==> src/rtl/gta_pkg.sv <==
// Shared types, codes and tables for the gamepad turbo autofire block.
package gta_pkg;

	localparam int NUM_PADS = 4;      // pads fitted, 1 to 4
	localparam int SLOTS = 4;         // pad slots on the ports
	localparam int BTN_W = 8;
	localparam int PAD_IDX_W = 2;
	localparam int SPEED_W = 3;
	localparam int CNT_W = 4;
	localparam logic [SPEED_W-1:0] SPEED_RESET = 3'd6;
	localparam logic [CNT_W-1:0] MAX_LEN = 4'd10;

	localparam logic KIND_BUTTON = 1'b0;
	localparam logic KIND_FRAME = 1'b1;

	localparam logic [1:0] EVT_NORMAL = 2'd0;
	localparam logic [1:0] EVT_HOLD = 2'd1;
	localparam logic [1:0] EVT_TOGGLE = 2'd2;

	typedef logic [BTN_W-1:0] btn_t;

	typedef struct packed {
		logic       en;
		logic       pressed;
		logic [1:0] evt;
		btn_t       mask;
	} pad_evt_t;

	// turbo cycle length in frames
	function automatic logic [CNT_W-1:0] cycle_len(input logic [SPEED_W-1:0] speed);
		logic [CNT_W-1:0] len;
		unique case (speed)
			3'd0: len = 4'd1;
			3'd1: len = 4'd10;
			3'd2: len = 4'd8;
			3'd3: len = 4'd6;
			3'd4: len = 4'd5;
			3'd5: len = 4'd4;
			3'd6: len = 4'd3;
			3'd7: len = 4'd2;
			default: len = 4'd1;
		endcase
		return len;
	endfunction

	// frames of the on phase: ceil(len/2)
	function automatic logic [CNT_W-1:0] on_frames(input logic [SPEED_W-1:0] speed);
		logic [CNT_W-1:0] n;
		unique case (speed)
			3'd0: n = 4'd1;
			3'd1: n = 4'd5;
			3'd2: n = 4'd4;
			3'd3: n = 4'd3;
			3'd4: n = 4'd3;
			3'd5: n = 4'd2;
			3'd6: n = 4'd2;
			3'd7: n = 4'd1;
			default: n = 4'd1;
		endcase
		return n;
	endfunction

endpackage

==> src/rtl/gta_pad.sv <==
// Button state of one pad and its effective buttons after turbo gating.
module gta_pad (
	input  logic              clk,
	input  logic              arst_n,
	input  gta_pkg::pad_evt_t evt,
	input  logic              phase_next,
	output gta_pkg::btn_t     effective_next
);

	gta_pkg::btn_t held_q, turbo_q, toggle_q;
	gta_pkg::btn_t held_d, turbo_d, toggle_d;

	always_comb begin
		held_d = held_q;
		turbo_d = turbo_q;
		toggle_d = toggle_q;
		if (evt.en) begin
			unique case (evt.evt)
				gta_pkg::EVT_NORMAL: held_d = evt.pressed ? (held_q | evt.mask)
				                                          : (held_q & ~evt.mask);
				gta_pkg::EVT_HOLD: turbo_d = evt.pressed ? (turbo_q | evt.mask)
				                                         : (turbo_q & ~evt.mask);
				gta_pkg::EVT_TOGGLE: if (evt.pressed) begin
					toggle_d = toggle_q ^ evt.mask;
				end
				default: ;
			endcase
		end
	end

	always_ff @(posedge clk or negedge arst_n) begin
		if (!arst_n) begin
			held_q <= '0;
			turbo_q <= '0;
			toggle_q <= '0;
		end else begin
			held_q <= held_d;
			turbo_q <= turbo_d;
			toggle_q <= toggle_d;
		end
	end

	// plain buttons always show; toggled and turbo buttons follow the phase
	assign effective_next = (held_d & ~toggle_d)
	                      | (((held_d & toggle_d) | turbo_d) & {gta_pkg::BTN_W{phase_next}});

endmodule

==> src/rtl/gamepad_turbo_autofire.sv <==
// Four-pad autofire controller: button state, frame counter and gated outputs.
// An item's transfer loads the input register; its result is then registered in the result
// register when that is empty or out_stall is low, and holds until it transfers.
// Throughput: one item per cycle while out_stall is low; the state update is combinational.
// in_stall rises only when both registers hold an item and out_stall is high.
// Reset (arst_n low, asynchronous): all button state and the frame counter cleared,
// phase off, speed register back to 6, both registers empty.
module gamepad_turbo_autofire (
	input  logic                            clk,
	input  logic                            arst_n,
	// item channel
	input  logic                            in_valid,
	output logic                            in_stall,
	input  logic                            kind,
	input  logic [gta_pkg::PAD_IDX_W-1:0]   pad_index,
	input  logic [gta_pkg::BTN_W-1:0]       button_mask,
	input  logic                            pressed,
	input  logic [1:0]                      event_type,
	// result channel
	output logic                            out_valid,
	input  logic                            out_stall,
	output logic [gta_pkg::BTN_W-1:0]       pad0_effective,
	output logic [gta_pkg::BTN_W-1:0]       pad1_effective,
	output logic [gta_pkg::BTN_W-1:0]       pad2_effective,
	output logic [gta_pkg::BTN_W-1:0]       pad3_effective,
	output logic                            phase_on,
	// speed register write
	input  logic                            cfg_valid,
	output logic                            cfg_ready,
	input  logic [gta_pkg::SPEED_W-1:0]     cfg_data
);

	// ---------------- configuration ----------------
	// Always ready; the new speed is seen at the next frame tick.
	logic [gta_pkg::SPEED_W-1:0] speed_q;

	assign cfg_ready = 1'b1;

	always_ff @(posedge clk or negedge arst_n) begin
		if (!arst_n) begin
			speed_q <= gta_pkg::SPEED_RESET;
		end else if (cfg_valid && cfg_ready) begin
			speed_q <= cfg_data;
		end
	end

	// ---------------- input register ----------------
	logic                          valid_s1;
	logic                          kind_s1;
	logic [gta_pkg::PAD_IDX_W-1:0] pad_s1;
	gta_pkg::btn_t                 mask_s1;
	logic                          pressed_s1;
	logic [1:0]                    evt_s1;

	logic out_valid_q;
	logic in_xfer;
	logic adv;         // stage 1 item moves into the result register

	assign adv = valid_s1 && (!out_valid_q || !out_stall);
	assign in_stall = valid_s1 && out_valid_q && out_stall;
	assign in_xfer = in_valid && !in_stall;

	always_ff @(posedge clk or negedge arst_n) begin
		if (!arst_n) begin
			valid_s1 <= 1'b0;
		end else if (in_xfer) begin
			valid_s1 <= 1'b1;
		end else if (adv) begin
			valid_s1 <= 1'b0;
		end
	end

	// payload: no reset needed
	always_ff @(posedge clk) begin
		if (in_xfer) begin
			kind_s1 <= kind;
			pad_s1 <= pad_index;
			mask_s1 <= button_mask;
			pressed_s1 <= pressed;
			evt_s1 <= event_type;
		end
	end

	// ---------------- frame counter and fire phase ----------------
	logic [gta_pkg::CNT_W-1:0] count_q, count_d;
	logic                      phase_q, phase_d;
	logic [gta_pkg::CNT_W:0]   count_inc;
	logic [gta_pkg::CNT_W-1:0] len;
	logic                      tick;

	assign tick = adv && (kind_s1 == gta_pkg::KIND_FRAME);
	assign len = gta_pkg::cycle_len(speed_q);
	assign count_inc = {1'b0, count_q} + {{gta_pkg::CNT_W{1'b0}}, 1'b1};

	always_comb begin
		count_d = count_q;
		phase_d = phase_q;
		if (tick) begin
			// wrap also catches a counter left above a shorter length
			if (count_inc >= {1'b0, len}) begin
				count_d = '0;
			end else begin
				count_d = count_inc[gta_pkg::CNT_W-1:0];
			end
			phase_d = (count_d < gta_pkg::on_frames(speed_q));
		end
	end

	always_ff @(posedge clk or negedge arst_n) begin
		if (!arst_n) begin
			count_q <= '0;
			phase_q <= 1'b0;
		end else begin
			count_q <= count_d;
			phase_q <= phase_d;
		end
	end

	// ---------------- per-pad state ----------------
	gta_pkg::btn_t eff_d [gta_pkg::SLOTS];

	for (genvar p = 0; p < gta_pkg::SLOTS; p++) begin : g_pad
		if (p < gta_pkg::NUM_PADS) begin : g_fitted
			gta_pkg::pad_evt_t pevt;

			assign pevt.en = adv && (kind_s1 == gta_pkg::KIND_BUTTON)
			               && (pad_s1 == p[gta_pkg::PAD_IDX_W-1:0]);
			assign pevt.pressed = pressed_s1;
			assign pevt.evt = evt_s1;
			assign pevt.mask = mask_s1;

			gta_pad u_pad (
				.clk            (clk),
				.arst_n         (arst_n),
				.evt            (pevt),
				.phase_next     (phase_d),
				.effective_next (eff_d[p])
			);
		end else begin : g_absent
			// no pad in this slot: events ignored, output reads zero
			assign eff_d[p] = '0;
		end
	end

	// ---------------- result register ----------------
	gta_pkg::btn_t eff_q [gta_pkg::SLOTS];
	logic          phase_out_q;

	always_ff @(posedge clk or negedge arst_n) begin
		if (!arst_n) begin
			out_valid_q <= 1'b0;
		end else if (adv) begin
			out_valid_q <= 1'b1;
		end else if (!out_stall) begin
			out_valid_q <= 1'b0;
		end
	end

	always_ff @(posedge clk) begin
		if (adv) begin
			for (int i = 0; i < gta_pkg::SLOTS; i++) begin
				eff_q[i] <= eff_d[i];
			end
			phase_out_q <= phase_d;
		end
	end

	assign out_valid = out_valid_q;
	assign pad0_effective = eff_q[0];
	assign pad1_effective = eff_q[1];
	assign pad2_effective = eff_q[2];
	assign pad3_effective = eff_q[3];
	assign phase_on = phase_out_q;

`ifndef SYNTHESIS
	// counter never reaches the longest cycle length
	a_count_range: assert property (@(posedge clk) disable iff (!arst_n)
		count_q < gta_pkg::MAX_LEN)
		else $error("frame counter out of range");

	// a button event leaves the frame counter and phase alone
	a_button_keeps_count: assert property (@(posedge clk) disable iff (!arst_n)
		(adv && kind_s1 == gta_pkg::KIND_BUTTON) |=> ($stable(count_q) && $stable(phase_q)))
		else $error("button event moved the frame counter");

	// after a tick the phase matches the new counter position
	a_tick_phase: assert property (@(posedge clk) disable iff (!arst_n)
		tick |=> (phase_q == (count_q < gta_pkg::on_frames(speed_q))))
		else $error("fire phase disagrees with frame counter");

	// after an advance the published phase equals the state phase
	a_out_phase: assert property (@(posedge clk) disable iff (!arst_n)
		adv |=> (out_valid_q && phase_out_q == phase_q))
		else $error("result phase mismatch");
`endif

endmodule

==> config.mk <==
export PLATFORM = sky130hd
export DESIGN_NAME = gamepad_turbo_autofire
export DESIGN_NICKNAME = d
export VERILOG_FILES = /design/src/rtl/gta_pkg.sv /design/src/rtl/gta_pad.sv /design/src/rtl/gamepad_turbo_autofire.sv
export SDC_FILE = /design/constraint.sdc
export NUM_CORES = 1
export LEC_CHECK = 0
export ABC_CLOCK_PERIOD_IN_PS = 7600
export BUFFER_PORTS_ARGS = -buffer_cell sky130_fd_sc_hd__buf_2
export CORE_MARGIN = 1
export CORE_UTILIZATION = 65
export CTS_CLUSTER_DIAMETER = 40
export DETAILED_ROUTE_END_ITERATION = 10
export PLACE_DENSITY = 0.85
export SYNTH_ARGS = -nofsm -noshare
export SYNTH_HDL_FRONTEND = slang
export SYNTH_SLANG_ARGS = --single-unit
==> constraint.sdc <==
create_clock -name clk -period 7.6 [get_ports clk]
set_input_delay 0.76 -clock clk [delete_from_list [all_inputs] [get_ports clk]]
set_output_delay 0.76 -clock clk [all_outputs]
set_load 0.1 [all_outputs]
==> flow_summary.json <==
{
  "synthAdderAreaFrac_pct": 1.72,
  "clock_sinks": 153,
  "ant_nets": 0,
  "post_cts_resized": 0,
  "globalplace.congestion": 0.849,
  "tns_ns": 0,
  "via_count": 5684,
  "drv_slew": 0,
  "start_util_pct": 67.0,
  "grt_pass1_vias": 5604,
  "numPortBuffers": 56,
  "synth_compound_area_share_pct": 22.4,
  "reg2reg_from": "speed_q[1]",
  "grt_max_degree": 86,
  "critPathLaunch": "speed_q[1]",
  "period_minus_slack_ns": 4.03,
  "criticalPathCategory": "reg -> reg",
  "htreeDepth": 4,
  "clockBufferDepth": 2,
  "reg2reg_slack_ns": 3.57,
  "final_util_pct": 75.5,
  "worstPathMaxFanout": 30,
  "status": "finished clean",
  "fill_cells": 717,
  "avgSynthCellArea_um2": 11.0,
  "worstHoldPathType": "in -> async",
  "syn-num-nets": 696,
  "fmax_mhz": 248,
  "fin_nets": 738,
  "worstSkewPairLatency_ns": 0.54,
  "first_pass_iters": 5,
  "yosys.area_share.simple_pct": 9.06,
  "avgViaCountPerCell": 6.62,
  "clock_skew_ns": 0.0151,
  "cts_tree": "yes",
  "gr-total-overflow": 0,
  "required_ns": 7.88,
  "syn_to_final_growth_pct": 12.8,
  "ys_ff_latch": 153,
  "peakVddDrop_v": 0.000229,
  "ys_async_sr_fraction_pct": 69.3,
  "synth_cells": 664,
  "slowest_delay_ns": 0.56,
  "cts_root_buf": "clkbuf_8",
  "core_mm2": 0.0109,
  "multi_input_area_mm2": 0.00292,
  "p_leak_uw": 0.00352,
  "wl_mm": 17.7,
  "die_area_mm2": 0.0116,
  "r2r-end": "eff_q[3][2]",
  "cts_hold_buf": 0,
  "synthMuxAreaShare_pct": 2.49,
  "path_clk_slew_ns": 0.07,
  "rr_worst_depth": 16,
  "ys_seq_area_share_pct": 55.8,
  "numCtsBuffers": 17,
  "synthXorXnorAreaFrac_pct": 4.21,
  "min_period_over_period_pct": 53.0,
  "setup_violations": 0,
  "yosysUniqueCellTypes": 51,
  "grtUsageTotal_pct": 32.9,
  "die_h_um": 108,
  "end_kind": "flop",
  "synth_edf_count": 47,
  "critPathArrivalTime_ns": 4.31,
  "dieWidth_um": 108,
  "grt_pass1_wl_mm": 28.5,
  "layout.cells.non_filler": 859,
  "p_per_area_mw_per_mm2": 317,
  "synthesis.area_mm2": 0.00729,
  "synth_top_family_by_area": "compound AO/OA/AOI/OAI gates",
  "cpMaxStageDelayCell": "dfstp_2",
  "drive_above_1_share_pct": 18.5,
  "crit_chain": "inv_1 > ha_1 > mux2_2 > ha_1 > nor2b_1 > o21ai_0 > nand2_1 > and3_1 > ha_1 > nand4b_1 > a21oi_1 > o41a_1 > buf_4 > inv_2 > a21oi_1 > a21oi_1",
  "path_buf_inv": 3,
  "antenna_found_initial": 0,
  "drv_cap": 0,
  "finalHoldViolCount": 0,
  "antenna_cells": 0,
  "wire_per_inst_um": 20.6,
  "relSlewSlack_pct": 27.9,
  "drc": 0,
  "rows": 38,
  "yosys_warnings": 0,
  "tightest_slew_ns": 1.08,
  "postCtsSetupBuffers": 0,
  "startpoint_type": "flop",
  "synth_flop_cell": "dfrtp_1",
  "rsz0062_at_grt": "false",
  "hpwl_mm": 10.5,
  "cp_top_family": "compound AO/OA/AOI/OAI gates",
  "dp_cells": 827,
  "seq_area_mm2": 0.00407,
  "boundaryPins": 58,
  "drt-initial-drc-count": 559
}
-- through the flow --
step | power [µW] | worst slack (ns) | hold slack (ns) | instance area (µm²)
final | 2600 | 3.57 | 0.110 | 8220
after global routing | 2700 | 3.36 | 0.104 | 8220
after CTS | 2600 | 3.62 | 0.0959 | 8220
after detailed placement | 1780 | 3.66 | 0.457 | 7630
after global placement | 1750 | 3.86 | 0.453 | 7630
after floorplan | 1630 | 4.31 | 0.436 | 7290
-- layout by cell type (no fill, tap or decap), types with 5 or more instances in the layout --
master     Yosys  final
o22ai_1        7      7
ha_1          10     10
nand2b_1       7      7
clkbuf_16      0     17
a311oi_1      18     18
buf_4          1     14
clkbuf_8       0      5
o31ai_1       55     55
a2bb2oi_2      9      9
a41oi_1       18     18
buf_2          8     55
edfxtp_1      47     47
a21oi_1       25     24
nor2_1        43     42
nor2b_1        6      6
nand3_1       22     22
inv_1         25     25
xor2_1        34     34
mux2_2        12     12
nand2_1       45     45
a2bb2oi_1     12     12
o21ai_0       80     80
dfrtp_1      104    104
-- sequential cells by signal, summed over array words and instances (netlist names), 3 cells and up --
name	cells
g_pad.g_fitted.u_pad.turbo_q	32
g_pad.g_fitted.u_pad.toggle_q	32
g_pad.g_fitted.u_pad.held_q	32
speed_q	3
mask_s1	8
eff_q	32
count_q	4
-- cell type report --
cell class / instances / share of cell area (%)
clock inverter: 8 / 1.02
sequential: 153 / 49.5
multi-input combinational: 439 / 35.5
tap: 140 / 2.13
inverter: 26 / 1.19
clock buffer: 24 / 6.10
timing repair buffer: 69 / 4.63
-- kinds of logic after synthesis --
family                   after synthesis
AO/OA/AOI/OAI                        235
flip-flops                           153
AND/OR/NAND/NOR                      142
buffers and inverters                 72
XOR/XNOR                              35
multiplexers                          16
adder cells (fa/ha/maj)               10
other                                  1
-- where the power goes --
group | switching, µW | internal, µW | leakage (µW)
combinational | 515 | 192 | 0.00137
clock | 333 | 491 | 0.000279
sequential | 82.9 | 989 | 0.00188
total | 930 | 1670 | 0.00352
-- worst reg2reg max path, cell delays in order (launching register included) --
cell and delay [ns]:
dfstp_2 0.56, inv_1 0.08, ha_1 0.18, mux2_2 0.26, ha_1 0.27, nor2b_1 0.04
o21ai_0 0.30, nand2_1 0.15, and3_1 0.22, ha_1 0.32, nand4b_1 0.10, a21oi_1 0.17
o41a_1 0.16, buf_4 0.41, inv_2 0.25, a21oi_1 0.22, a21oi_1 0.07
-- worst max-delay path by stage --
stage                             end  cells after the start
after floorplan           eff_q[3][7]                     14
after global placement    eff_q[3][4]                     16
after detailed placement  eff_q[3][2]                     16
after CTS                 eff_q[3][2]                     16
after global routing      eff_q[3][1]                     16
final                     eff_q[3][2]                     16
-- cell usage after synthesis (2+ instances only) --
master | count | area, µm²
buf_2 | 8 | 40.0
o31ai_1 | 55 | 413
nand3b_1 | 3 | 22.5
o21ai_0 | 80 | 400
inv_1 | 25 | 93.8
nor3b_2 | 2 | 25.0
a2bb2oi_2 | 9 | 135
buf_6 | 4 | 45.0
buf_1 | 2 | 7.51
a2bb2oi_1 | 12 | 105
a21oi_2 | 2 | 17.5
nor2_1 | 43 | 161
clkbuf_1 | 31 | 116
edfxtp_1 | 47 | 1410
nor2b_1 | 6 | 37.5
nand2_1 | 45 | 169
o22a_1 | 3 | 26.3
a41oi_1 | 18 | 158
nand3_1 | 22 | 110
o22ai_1 | 7 | 43.8
a21oi_1 | 25 | 125
dfrtp_1 | 104 | 2600
mux2_2 | 12 | 135
mux2i_1 | 2 | 20.0
and2_1 | 3 | 18.8
and3_1 | 2 | 12.5
nor3_1 | 2 | 10.0
nand2b_1 | 7 | 43.8
a311oi_1 | 18 | 158
dfstp_2 | 2 | 52.6
ha_1 | 10 | 125
xor2_1 | 34 | 298
-- routing by layer --
metal | routed length, µm | GRT usage [%] | vias to the layer above | part of all wire (%)
li1 | - | - | 2547 | -
met2 | 8460 | 50.6 | 312 | 48
met1 | 7330 | 44.4 | 2776 | 41
met4 | 461 | 15.7 | 0 | 2.6
met3 | 1450 | 7.93 | 49 | 8.2
met5 | 0 | 0 | - | 0
(Power assumes the default switching activity.)
